--- src/rtl/mtgl_pkg.sv ---
// ----------------------------------------------------------------------------
// mtgl_pkg
// Shared types, constants and helper functions for the markup text glyph layout block.
// ----------------------------------------------------------------------------
package mtgl_pkg;

  typedef struct packed {
    logic       func;
    logic       string_start;
    logic [7:0] text_byte;
    logic [1:0] bytes_after;
    logic [7:0] glyph_slot;
    logic [5:0] glyph_width_in;
  } in_item_t;

  typedef struct packed {
    logic [15:0] pen_x;
    logic [15:0] pen_y;
    logic [5:0]  quad_width;
    logic [15:0] tex_x;
    logic [15:0] tex_y;
    logic [5:0]  tex_width;
    logic [7:0]  red;
    logic [7:0]  green;
    logic [7:0]  blue;
    logic        bold_on;
    logic        italic_on;
    logic        rendered;
  } out_item_t;

  localparam int CFG_IDX_BITS = 3;
  localparam int CFG_DATA_BITS = 24;

  localparam logic [2:0] REG_FIRST_CODE    = 3'd0;
  localparam logic [2:0] REG_CELLS_PER_ROW = 3'd1;
  localparam logic [2:0] REG_CELL_WIDTH    = 3'd2;
  localparam logic [2:0] REG_CELL_HEIGHT   = 3'd3;
  localparam logic [2:0] REG_TEXT_SPACING  = 3'd4;
  localparam logic [2:0] REG_WRAP_WIDTH    = 3'd5;
  localparam logic [2:0] REG_PARSE_CODES   = 3'd6;
  localparam logic [2:0] REG_BASE_COLOR    = 3'd7;

  typedef enum logic [2:0] {
    ESC_NONE  = 3'd0,
    ESC_HASH  = 3'd1,
    ESC_RED   = 3'd2,
    ESC_GREEN = 3'd3,
    ESC_BLUE  = 3'd4
  } esc_t;

  localparam logic [7:0] CHR_ESCAPE  = 8'd3;
  localparam logic [7:0] CHR_NEWLINE = 8'd10;

  function automatic logic [23:0] palette(input logic [2:0] i);
    logic [23:0] c;
    unique case (i)
      3'd0: c = 24'hFFFFFF;
      3'd1: c = 24'hFF6060;
      3'd2: c = 24'hFFFF60;
      3'd3: c = 24'h60FF60;
      3'd4: c = 24'h60FFFF;
      3'd5: c = 24'h6060FF;
      3'd6: c = 24'hFF60FF;
      default: c = 24'hA0A0A0;
    endcase
    return c;
  endfunction

  function automatic logic [7:0] hex_level(input logic [7:0] c);
    logic [3:0] d;
    if (c >= 8'h30 && c <= 8'h39) d = 4'(c - 8'h30);
    else if (c >= 8'h61 && c <= 8'h66) d = 4'(c - 8'h57);
    else if (c >= 8'h41 && c <= 8'h46) d = 4'(c - 8'h37);
    else d = 4'd0;
    return {d, 4'hF};
  endfunction

endpackage

--- src/rtl/markup_text_glyph_layout_top.sv ---
// ----------------------------------------------------------------------------
// markup_text_glyph_layout_top
// Markup parser and glyph quad layout, one text byte per transaction.
// ----------------------------------------------------------------------------
//   channel  direction  handshake           payload
//   in       input      in_valid/in_ready   mtgl_pkg::in_item_t
//   out      output     out_valid/out_ready mtgl_pkg::out_item_t
//   cfg      input      cfg_we              cfg_index, cfg_data
//
// A load passes through S_READ and returns to idle; a text byte passes
// through S_READ, the quotient steps of the cell division by cells_per_row
// (one shared restoring subtract/compare, 8 steps) and S_DONE, then the
// result waits in the output register. The input is not ready while an
// item is in work or a result is unsent. Reset clears registers and sweeps
// every slot of the width table, during which no item is accepted.
// ----------------------------------------------------------------------------
module markup_text_glyph_layout_top #(
  parameter int GLYPH_SLOTS = 256,
  parameter int POS_BITS = 16
) (
  input  logic                              clk,
  input  logic                              rst,
  input  logic                              in_valid,
  output logic                              in_ready,
  input  mtgl_pkg::in_item_t                in_data,
  output logic                              out_valid,
  input  logic                              out_ready,
  output mtgl_pkg::out_item_t               out_data,
  input  logic                              cfg_we,
  input  logic [mtgl_pkg::CFG_IDX_BITS-1:0] cfg_index,
  input  logic [mtgl_pkg::CFG_DATA_BITS-1:0] cfg_data
);
  import mtgl_pkg::*;

  localparam int SB = (GLYPH_SLOTS > 1) ? $clog2(GLYPH_SLOTS) : 1;
  localparam logic [POS_BITS-1:0] POS_MAX = '1;

  typedef enum logic [5:0] {
    S_CLEAR = 6'b000001,
    S_IDLE  = 6'b000010,
    S_READ  = 6'b000100,
    S_DIV   = 6'b001000,
    S_DONE  = 6'b010000,
    S_OUT   = 6'b100000
  } state_t;

  state_t state;

  logic [7:0]  first_code;
  logic [8:0]  cells_per_row;
  logic [5:0]  cell_width, cell_height;
  logic [7:0]  text_spacing;
  logic [15:0] wrap_width;
  logic        parse_codes;
  logic [23:0] base_color;

  esc_t        escape_mode;
  logic [23:0] cur_color;
  logic        bold_flag, italic_flag;
  logic [POS_BITS-1:0] pen_pos_x, pen_pos_y;
  logic [15:0] last_tex_x, last_tex_y;
  logic [5:0]  last_tex_width;

  logic [5:0]  width_mem [GLYPH_SLOTS];
  logic [5:0]  mem_rd;
  logic [SB:0] clr_cnt;

  in_item_t    item;
  logic [2:0]  div_cnt;
  logic [7:0]  quo;
  logic [8:0]  rem_r;
  logic [7:0]  idx;
  out_item_t   result;

  // Restoring division step shared across cycles
  logic [8:0]  cpr;
  logic [9:0]  trial;
  assign cpr = (cells_per_row == 9'd0) ? 9'd1 : cells_per_row;
  assign trial = {rem_r, idx[3'd7 - div_cnt]};

  always_ff @(posedge clk) begin
    if (rst) begin
      first_code <= 8'd32; cells_per_row <= 9'd16; cell_width <= 6'd8;
      cell_height <= 6'd8; text_spacing <= 8'd17; wrap_width <= '0;
      parse_codes <= 1'b1; base_color <= 24'hFFFFFF;
    end else if (cfg_we) begin
      unique case (cfg_index)
        REG_FIRST_CODE:    first_code <= cfg_data[7:0];
        REG_CELLS_PER_ROW: cells_per_row <= cfg_data[8:0];
        REG_CELL_WIDTH:    cell_width <= cfg_data[5:0];
        REG_CELL_HEIGHT:   cell_height <= cfg_data[5:0];
        REG_TEXT_SPACING:  text_spacing <= cfg_data[7:0];
        REG_WRAP_WIDTH:    wrap_width <= cfg_data[15:0];
        REG_PARSE_CODES:   parse_codes <= cfg_data[0];
        REG_BASE_COLOR:    base_color <= cfg_data;
        default: ;
      endcase
    end
  end

  // Width table: clear sweep, load writes, registered read
  logic in_range_load, in_range_read;
  assign in_range_load = 32'(item.glyph_slot) < GLYPH_SLOTS;
  assign in_range_read = 32'(idx) < GLYPH_SLOTS;

  always_ff @(posedge clk) begin
    if (state == S_CLEAR) width_mem[clr_cnt[SB-1:0]] <= '0;
    else if (state == S_READ && item.func && in_range_load)
      width_mem[item.glyph_slot[SB-1:0]] <= item.glyph_width_in;
    mem_rd <= width_mem[idx[SB-1:0]];
  end

  assign in_ready = (state == S_IDLE);
  assign out_valid = (state == S_OUT);
  assign out_data = result;

  // Text byte decode, evaluated in S_DONE
  logic [7:0]  chr;
  logic        rend, nl;
  logic [5:0]  w;
  logic [6:0]  adv;
  esc_t        esc_n;
  logic [23:0] col_n;
  logic        ital_n, bold_n;
  logic [POS_BITS:0] sum_x, sum_y;
  logic [POS_BITS-1:0] px_q, py_q;
  logic [16:0] xw;

  always_comb begin
    chr = item.text_byte;
    rend = (escape_mode == ESC_NONE);
    nl = 1'b0;
    w = '0;
    adv = '0;
    esc_n = escape_mode;
    col_n = cur_color;
    ital_n = italic_flag;
    bold_n = bold_flag;
    if (parse_codes && chr == CHR_ESCAPE && escape_mode != ESC_HASH
        && item.bytes_after != 2'd0) begin
      esc_n = ESC_HASH;
      rend = 1'b0;
    end else if (escape_mode == ESC_HASH && chr != CHR_ESCAPE) begin
      esc_n = ESC_NONE;
      if (chr == "r") col_n = base_color;
      else if (chr == "R") begin
        ital_n = 1'b0; col_n = base_color;
      end else if (chr == "*" && item.bytes_after == 2'd3) esc_n = ESC_RED;
      else if (chr >= "a" && chr <= "h") col_n = palette(3'(chr - "a"));
      else if (chr >= "A" && chr <= "H")
        col_n = (palette(3'(chr - "A")) >> 1) & 24'h7F7F7F;
      else if (chr == "i") ital_n = ~italic_flag;
      else if (chr == "j") bold_n = ~bold_flag;
    end else if (escape_mode == ESC_RED) begin
      col_n[23:16] = hex_level(chr); esc_n = ESC_GREEN;
    end else if (escape_mode == ESC_GREEN) begin
      col_n[15:8] = hex_level(chr); esc_n = ESC_BLUE;
    end else if (escape_mode == ESC_BLUE) begin
      col_n[7:0] = hex_level(chr); esc_n = ESC_NONE;
    end else if (escape_mode == ESC_NONE && chr == CHR_NEWLINE) begin
      nl = 1'b1;
    end else if (escape_mode == ESC_NONE) begin
      w = (chr >= first_code && in_range_read) ? mem_rd : 6'd0;
      adv = 7'(w) + 7'(text_spacing[3:0]);
      if (wrap_width != 16'd0 &&
          (32'(pen_pos_x) + 32'(adv)) > 32'(wrap_width)) nl = 1'b1;
    end
    sum_y = (POS_BITS+1)'(pen_pos_y) + (POS_BITS+1)'(cell_height)
            + (POS_BITS+1)'(text_spacing[7:4]);
    py_q = nl ? (sum_y[POS_BITS] ? POS_MAX : sum_y[POS_BITS-1:0]) : pen_pos_y;
    px_q = nl ? '0 : pen_pos_x;
    sum_x = (POS_BITS+1)'(px_q) + (POS_BITS+1)'(adv);
    xw = 17'(rem_r[7:0]) * 17'(7'(cell_width) + 7'd1);
  end

  always_ff @(posedge clk) begin
    if (rst) begin
      state <= S_CLEAR;
      clr_cnt <= '0;
      escape_mode <= ESC_NONE;
      cur_color <= 24'hFFFFFF;
      bold_flag <= 1'b0; italic_flag <= 1'b0;
      pen_pos_x <= '0; pen_pos_y <= '0;
      last_tex_x <= '0; last_tex_y <= '0; last_tex_width <= '0;
    end else begin
      unique case (state)
        S_CLEAR: begin
          clr_cnt <= clr_cnt + 1'b1;
          if (clr_cnt == (SB+1)'(GLYPH_SLOTS - 1)) state <= S_IDLE;
        end
        S_IDLE: if (in_valid) begin
          item <= in_data;
          idx <= in_data.text_byte - first_code;
          state <= S_READ;
          if (!in_data.func && in_data.string_start) begin
            escape_mode <= ESC_NONE; cur_color <= base_color;
            bold_flag <= 1'b0; italic_flag <= 1'b0;
            pen_pos_x <= '0; pen_pos_y <= '0;
            last_tex_x <= '0; last_tex_y <= '0; last_tex_width <= '0;
          end
        end
        S_READ: begin
          rem_r <= '0; quo <= '0; div_cnt <= '0;
          state <= item.func ? S_IDLE : S_DIV;
        end
        S_DIV: begin
          if (trial >= 10'(cpr)) begin
            rem_r <= 9'(trial - 10'(cpr)); quo <= {quo[6:0], 1'b1};
          end else begin
            rem_r <= trial[8:0]; quo <= {quo[6:0], 1'b0};
          end
          div_cnt <= div_cnt + 1'b1;
          if (div_cnt == 3'd7) state <= S_DONE;
        end
        S_DONE: begin
          escape_mode <= esc_n; cur_color <= col_n;
          italic_flag <= ital_n; bold_flag <= bold_n;
          pen_pos_y <= py_q;
          pen_pos_x <= sum_x[POS_BITS] ? POS_MAX : sum_x[POS_BITS-1:0];
          result.pen_x <= 16'(px_q);
          result.pen_y <= 16'(py_q);
          result.quad_width <= w;
          result.red <= col_n[23:16];
          result.green <= col_n[15:8];
          result.blue <= col_n[7:0];
          result.bold_on <= bold_n;
          result.italic_on <= ital_n;
          result.rendered <= rend;
          result.tex_width <= last_tex_width;
          result.tex_x <= last_tex_x;
          result.tex_y <= last_tex_y;
          if (escape_mode == ESC_NONE && !(parse_codes && chr == CHR_ESCAPE
              && item.bytes_after != 2'd0) && chr != CHR_NEWLINE) begin
            last_tex_x <= xw[15:0];
            last_tex_y <= 16'(17'(quo) * 17'(7'(cell_height) + 7'd1));
            last_tex_width <= w;
            result.tex_x <= xw[15:0];
            result.tex_y <= 16'(17'(quo) * 17'(7'(cell_height) + 7'd1));
            result.tex_width <= w;
          end
          state <= S_OUT;
        end
        S_OUT: if (out_ready) state <= S_IDLE;
        default: state <= S_IDLE;
      endcase
    end
  end

  a_onehot: assert property (@(posedge clk) disable iff (rst) $onehot(state))
    else $error("state not one-hot");
  a_no_accept_busy: assert property (@(posedge clk) disable iff (rst)
    out_valid |-> !in_ready) else $error("ready while result pending");
  a_out_after_done: assert property (@(posedge clk) disable iff (rst)
    $rose(out_valid) |-> $past(state == S_DONE)) else $error("spurious result");
  a_div_len: assert property (@(posedge clk) disable iff (rst)
    (state == S_DONE) |-> $past(state == S_DIV)) else $error("division cut short");

endmodule

--- config.mk ---
export PLATFORM = sky130hd
export DESIGN_NAME = markup_text_glyph_layout_top
export DESIGN_NICKNAME = d
export VERILOG_FILES = /design/src/rtl/mtgl_pkg.sv /design/src/rtl/markup_text_glyph_layout_top.sv
export SDC_FILE = /design/constraint.sdc
export NUM_CORES = 2
export LEC_CHECK = 0
export ABC_AREA = 1
export BUFFER_PORTS_ARGS = -buffer_cell sky130_fd_sc_hd__buf_2
export CORE_MARGIN = 10
export CORE_UTILIZATION = 57
export DETAILED_ROUTE_END_ITERATION = 10
export PLACE_DENSITY = 0.79
export SYNTH_ARGS = -nofsm -noshare
export SYNTH_HDL_FRONTEND = slang
export SYNTH_SLANG_ARGS = --single-unit
export TNS_END_PERCENT = 30
--- constraint.sdc ---
create_clock -name clk -period 9 [get_ports clk]
set_clock_uncertainty 0.15 [all_clocks]
set_input_delay 0.9 -clock clk [delete_from_list [all_inputs] [get_ports clk]]
set_output_delay 0.9 -clock clk [all_outputs]
set_load 0.01 [all_outputs]
* Word-level counts from Yosys, hierarchy flattened
Memory sizes are Yosys's and may differ from the RTL's. A register that Yosys moved wholly into a read port is not among the register bits.
Index checks and enable logic that the tools add are counted.
** Storage, ports and cells
- Memory bits (writable) :: 1536
- Bits in registers :: 348
- Output and inout port bits :: 105
- Bits of input ports :: 58
- Logic and storage cells :: 282
- Memories kept :: 1
** Cells by class
- Multiplexer cells :: 114
- Multipliers :: 2
- Reduce and logical (&&, ||, !) cells :: 44
- Bitwise gates (word level) :: 3
- $add $sub $neg :: 17
- $lt $le $gt $ge :: 12
- Eq/ne operators :: 49
** Memories
- width_mem :: depth 256, bits a word 6, rd ports 1, clocked after Yosys merged registers in 1, wr ports 1, line markup_text_glyph_layout_top.sv:64 : logic [5:0] width_mem [GLYPH_SLOTS];
** Operator list (number)
- case mux 24 bit (7 select lines) :: 2
- two-way mux 24 bit :: 9
- two-way mux 16 bit :: 9
- case mux 16 bit (2 select lines) :: 4
- two-way mux 6 bit :: 16
- two-way mux 7 bit :: 7
- case mux 24 bit (2 select lines) :: 1
- two-way mux 8 bit :: 5
- two-way mux 38 bit :: 1
- == test 3 bit, second input constant :: 12
- case mux 6 bit (6 select lines) :: 1
- two-way mux 1 bit :: 35
- adder 16 x 7 -> 17 bit :: 2
- == test 8 x 7 -> 1 bit, second input constant :: 4
- <= comparator 8 x 7 -> 1 bit, second input constant :: 4
- multiplier 8 x 7 -> 15 bit :: 2
- == test 3 x 2 -> 1 bit, second input constant :: 8
- two-way mux 3 bit :: 7
- AND reduction 2 bit :: 10
- two-way mux 9 bit :: 2
- case mux 9 bit (2 select lines) :: 1
- adder 16 x 6 -> 17 bit :: 1
- adder 17 x 4 -> 17 bit :: 1
- > comparator 17 x 16 -> 1 bit :: 1
- 51 further kinds :: 96

* Depth between registers and ports, before layout
- Depth after elaboration :: 18
- Mapped depth :: 57
- Depth with buffers taken out :: 56

* Worst setup path after synthesis
No wires, ideal clock.
- Path type :: reg2reg
- From :: reg state[4]
- To :: mem width_mem[0][0] (data pin)
- Slack :: 0.529 ns
- Required time :: 7.461 ns
- Buffers on the path :: 1
- Period minus slack after synthesis :: 8.471 ns
- Arrival time :: 6.932 ns
- Setup time :: 1.389 ns
- Cell stages (with the launch flop) :: 7
- Cell sequence :: dfxtp_1 -> nor2_2 -> inv_2 -> nor4_4 -> nand2_1 -> buf_2 -> nor2_1
** On the way
- Cells in the longest elaborated chain, start to end :: 7
- Elaborated cells between the ends (all ways) :: 8
- Classes of those cells :: eq/ne (2); mux (4); reduce/logical (2)
** RTL lines
- start, declared :: line markup_text_glyph_layout_top.sv:47 : state_t state;
- start signal, assigned :: line markup_text_glyph_layout_top.sv:204 : state <= item.func ? S_IDLE : S_DIV;
- == test 6 x 3 -> 1 bit :: line markup_text_glyph_layout_top.sv:108 : else if (state == S_READ && item.func && in_range_load)
- logical AND 1 bit :: line markup_text_glyph_layout_top.sv:108
- two-way mux 1 bit :: line markup_text_glyph_layout_top.sv:108
- two-way mux 1 bit (*) :: line markup_text_glyph_layout_top.sv:107 : if (state == S_CLEAR) width_mem[clr_cnt[SB-1:0]] <= '0;
- two-way mux 1 bit (implied by the code) (*) :: line markup_text_glyph_layout_top.sv:109 : width_mem[item.glyph_slot[SB-1:0]] <= item.glyph_width_in;
- OR reduction 6 bit (no line) (*)
- two-way mux 6 bit (no line) (*)
- end, declared :: line markup_text_glyph_layout_top.sv:64
Mark *: on every way between the ends. The rest lies on a longest branch, timed or not.

* Worst setup path after layout
- From :: reg item, in the netlist chr[1]
- To :: reg pen_pos_x[10]
** On the way
- Cells in the longest elaborated chain, start to end :: 18
- Elaborated cells between the ends (all ways) :: 33
- Classes of those cells :: add/sub (3); order compare (2); eq/ne (3); mux (19); reduce/logical (6)
** RTL lines
- start, declared :: line markup_text_glyph_layout_top.sv:68 : in_item_t item;
- start signal, assigned :: line markup_text_glyph_layout_top.sv:192 : item <= in_data;
- >= comparator 8 bit :: line markup_text_glyph_layout_top.sv:163 : w = (chr >= first_code && in_range_read) ? mem_rd : 6'd0;
- two-way mux 6 bit :: line markup_text_glyph_layout_top.sv:163
- adder 6 x 4 -> 7 bit :: line markup_text_glyph_layout_top.sv:164 : adv = 7'(w) + 7'(text_spacing[3:0]);
- adder 16 x 7 -> 17 bit :: line markup_text_glyph_layout_top.sv:166 : (32'(pen_pos_x) + 32'(adv)) > 32'(wrap_width)) nl = 1'b1;
- > comparator 17 x 16 -> 1 bit :: line markup_text_glyph_layout_top.sv:166
- logical AND 1 bit :: line markup_text_glyph_layout_top.sv:165 : if (wrap_width != 16'd0 &&
- two-way mux 1 bit :: line markup_text_glyph_layout_top.sv:165
- two-way mux 1 bit :: line markup_text_glyph_layout_top.sv:162 : end else if (escape_mode == ESC_NONE) begin
- [3 not listed]
- two-way mux 1 bit :: line markup_text_glyph_layout_top.sv:154 : end else if (escape_mode == ESC_RED) begin
- two-way mux 1 bit :: line markup_text_glyph_layout_top.sv:143 : end else if (escape_mode == ESC_HASH && chr != CHR_ESCAPE) begin
- two-way mux 1 bit (*) :: line markup_text_glyph_layout_top.sv:139 : if (parse_codes && chr == CHR_ESCAPE && escape_mode != ESC_HASH
- two-way mux 16 bit (*) :: line markup_text_glyph_layout_top.sv:171 : px_q = nl ? '0 : pen_pos_x;
- via px_q[0] :: line markup_text_glyph_layout_top.sv:126 : logic [POS_BITS-1:0] px_q, py_q;
- adder 16 x 7 -> 17 bit (*) :: line markup_text_glyph_layout_top.sv:172 : sum_x = (POS_BITS+1)'(px_q) + (POS_BITS+1)'(adv);
- two-way mux 16 bit (*) :: line markup_text_glyph_layout_top.sv:219 : pen_pos_x <= sum_x[POS_BITS] ? POS_MAX : sum_x[POS_BITS-1:0];
- case mux 16 bit (2 select lines) (*) :: line markup_text_glyph_layout_top.sv:186 : unique case (state)
- end signal, assigned :: line markup_text_glyph_layout_top.sv:219
- end, declared :: line markup_text_glyph_layout_top.sv:60 : logic [POS_BITS-1:0] pen_pos_x, pen_pos_y;
Mark *: on every way through the listed nets, which the timed path passes. The rest lies on a longest branch.
A chain may end at the register's enable or synchronous reset.

==> impl_metrics.yaml <==
grt:
  grt_pass1_wl_um: 328000
  met3_usage_pct: 5.92
  grt_antenna_before_repair: 14
  grt_pass1_vias: 56100
  grt_usage_pct: 26.3
  grtUsageMet1_pct: 34.6
  grt_max_degree: 208
  grt_overflow: 0
  grt.busiest_layer: "met2"
  grtUsageMet2_pct: 41.7
yosys:
  synth-seq-cells: 1886
  async_reset_ff_share_pct: 0
  synth_ff_type: "edfxtp_1"
  synth.avg_cell_area_um2: 11.1
  yosysUniqueCellTypes: 62
  syn_area_mm2: 0.0822
  synth_edf_count: 1690
  seq_area_frac_synth_pct: 66.5
  synth_cells: 7398
  yosys_warnings: 0
timing:
  min_period_ns: 8.06
  worstMarginPinSlew_ns: 1.31
  tns_ns: 0
  holdWs_ns: 0.0875
  fin_crit_sh_pct: 89.5
  setup_viol: 0
  rsz0062_at_grt: "no"
  slew_headroom_pct: 12.6
  clock.fmax_ghz: 0.124
  finalHoldViolCount: 0
  drv_slew: 0
floorplan:
  die_h_um: 400
  rows: 139
  start_util_pct: 57.3
  fp.dieW_um: 400
  coreArea_mm2: 0.143
  die_area_mm2: 0.160
  ios: 163
clock_network:
  h-tree-depth: 4
  cts_tree: "done"
  clockRootBuffer: "clkbuf_16"
  cts_inserted_buffers: 179
  cts.sinks: 1886
  clkTransAtPathRegs_ns: 0.06
  clockBufferDepth: 3
  clock_latency_ns: 0.86
run_status:
  status: "complete, no violations"
finish:
  fin_util_pct: 62.8
  mostFrequentLayoutCells: "edfxtp_1, nor2_1, o21ai_0"
  area_growth_pct: 9.57
  mostFrequentLayoutCell: "edfxtp_1"
  final_net_count: 7631
  drive_above_1_share_pct: 7.50
setup_path:
  cp_slowest_cell: "edfxtp_1"
  crit_top_cell: "nand2_1"
  crit_path_start: "chr[1]$_DFFE_PP_"
  cp.depth: 49
  crit_family: "adder cells"
  worst_setup_path_start_kind: "register"
  cp.arrival_ns: 8.58
  critPathBufInv: 7
  rrSetupSlack_ns: 0.94
  worstPathRequired_ns: 9.52
  endpoint: "pen_pos_x[10]$_SDFFE_PP0P_"
  path_class: "reg2reg"
  crit_path_end_kind: "register"
  r2r_start: "chr[1]$_DFFE_PP_"
  timing.rr.end: "pen_pos_x[10]$_SDFFE_PP0P_"
  r2r_cells: 49
  cp_max_fo: 27
  slowest_delay_ns: 0.51
route:
  final_antenna_net_count: 0
  vias: 58800
  routed_wl_um: 216000
  drc: 0
  drt_first_pass_iters: 7
  drt_iter0_markers: 8007
  via_per_inst: 6.24
  post_drt_wl_per_cell_um: 22.9
power:
  ir_drop_mv: 0.221
  power_density_mw_per_mm2: 206
  leakagePower_nw: 30.6
placement:
  gp_congestion: 0.915
  hpwl_um: 129000
  port_buffers: 160
hold_path:
  hold_path.class: "in2reg"
  min_from: "in_data[4]"
run:
  drv_cap: 0
==> state kept, by name, summed over array words and instances, names as in the netlist, 9 cells and up <==
| name | flops |
|---|---|
| last_tex_x | 15 |
| pen_pos_x | 16 |
| clr_cnt | 9 |
| last_tex_y | 15 |
| wrap_width | 16 |
| out_data | 101 |
| item | 17 |
| width_mem | 1536 |
| cur_color | 24 |
| pen_pos_y | 16 |
| rem_r | 9 |
| cells_per_row | 9 |
| base_color | 24 |
==> metrics by stage <==
step	instance area, µm²	power, mW	worst slack (ns)	cells
2_1_floorplan	82200	10.8	0.529	7399
3_3_place_gp	84400	11.3	0.735	9083
3_5_place_dp	84400	11.4	0.662	9083
4_1_cts	90000	18.5	0.609	9410
5_1_grt	90000	19.1	0.103	9418
6_report	90000	18.5	0.942	9420
==> Yosys cell counts, types with 31 or more instances <==
cell,number,area [µm²]
edfxtp_1,1690,50700
o22ai_1,471,2950
o211ai_1,31,233
nand3_1,80,400
nor2_1,1485,5570
inv_1,434,1630
ha_1,143,1790
clkbuf_1,376,1410
nand2_1,566,2120
xor2_1,51,447
o21ai_0,1208,6050
buf_2,68,340
dfxtp_1,196,3920
a21oi_1,265,1330
fa_1,68,1360
==> worst min path at each step <==
stage                                 end  slack [ns]  cells past startpoint
2_1_floorplan  cur_color[21]$_SDFFE_PP1P_        0.28                      2
3_3_place_gp   cur_color[21]$_SDFFE_PP1P_        0.30                      2
3_5_place_dp   cur_color[21]$_SDFFE_PP1P_        0.30                      2
4_1_cts                 item[4]$_DFFE_PP_        0.05                      1
5_1_grt                 item[9]$_DFFE_PP_        0.07                      1
6_report                item[4]$_DFFE_PP_        0.09                      1
==> per-layer routing <==
layer	wire length (µm)	part of all wire (%)
met1	80200	37
met2	101000	47
met3	24800	11
met4	9790	4.5
met5	69	0.032
==> area by class of cell <==
type,count,area (µm²)
sequential,1886,54700
antenna,9,22.5
fill,10700,53400
clock inverter,112,983
inverter,443,1680
timing repair buffer,246,1590
clock buffer,215,4650
multi-input combinational,4606,24100
tap,1903,2380
==> timing repair <==
item                                    in CTS  in global routing
hold buffers                                 0                  0
buffers inserted                             0                  1
endpoints found under the setup margin       0                 16
resized for setup                            0                  4
==> where the power goes <==
part	total, mW	leakage [nW]	switching, mW	internal, mW
combinational	1.62	11.7	1.17	0.446
clock	7.30	2.74	3.33	3.98
sequential	9.63	16.1	0.0679	9.56
total	18.5	30.6	4.57	14.0
==> cells by family (layout without fill, tap and decap cells) <==
group | after synthesis | in the layout | share of synthesized area, %
AO/OA/AOI/OAI | 2090 | 2090 | 13.9
XOR/XNOR | 69 | 69 | 0.735
adder cells (fa/ha/maj) | 211 | 211 | 3.83
buffers and inverters | 907 | 1016 | 4.29
flip-flops | 1886 | 1886 | 66.5
other | 1 | 11 | 0.00456
AND/OR/NAND/NOR | 2234 | 2234 | 10.7
No activity file was read; power rests on OpenSTA's default activity.
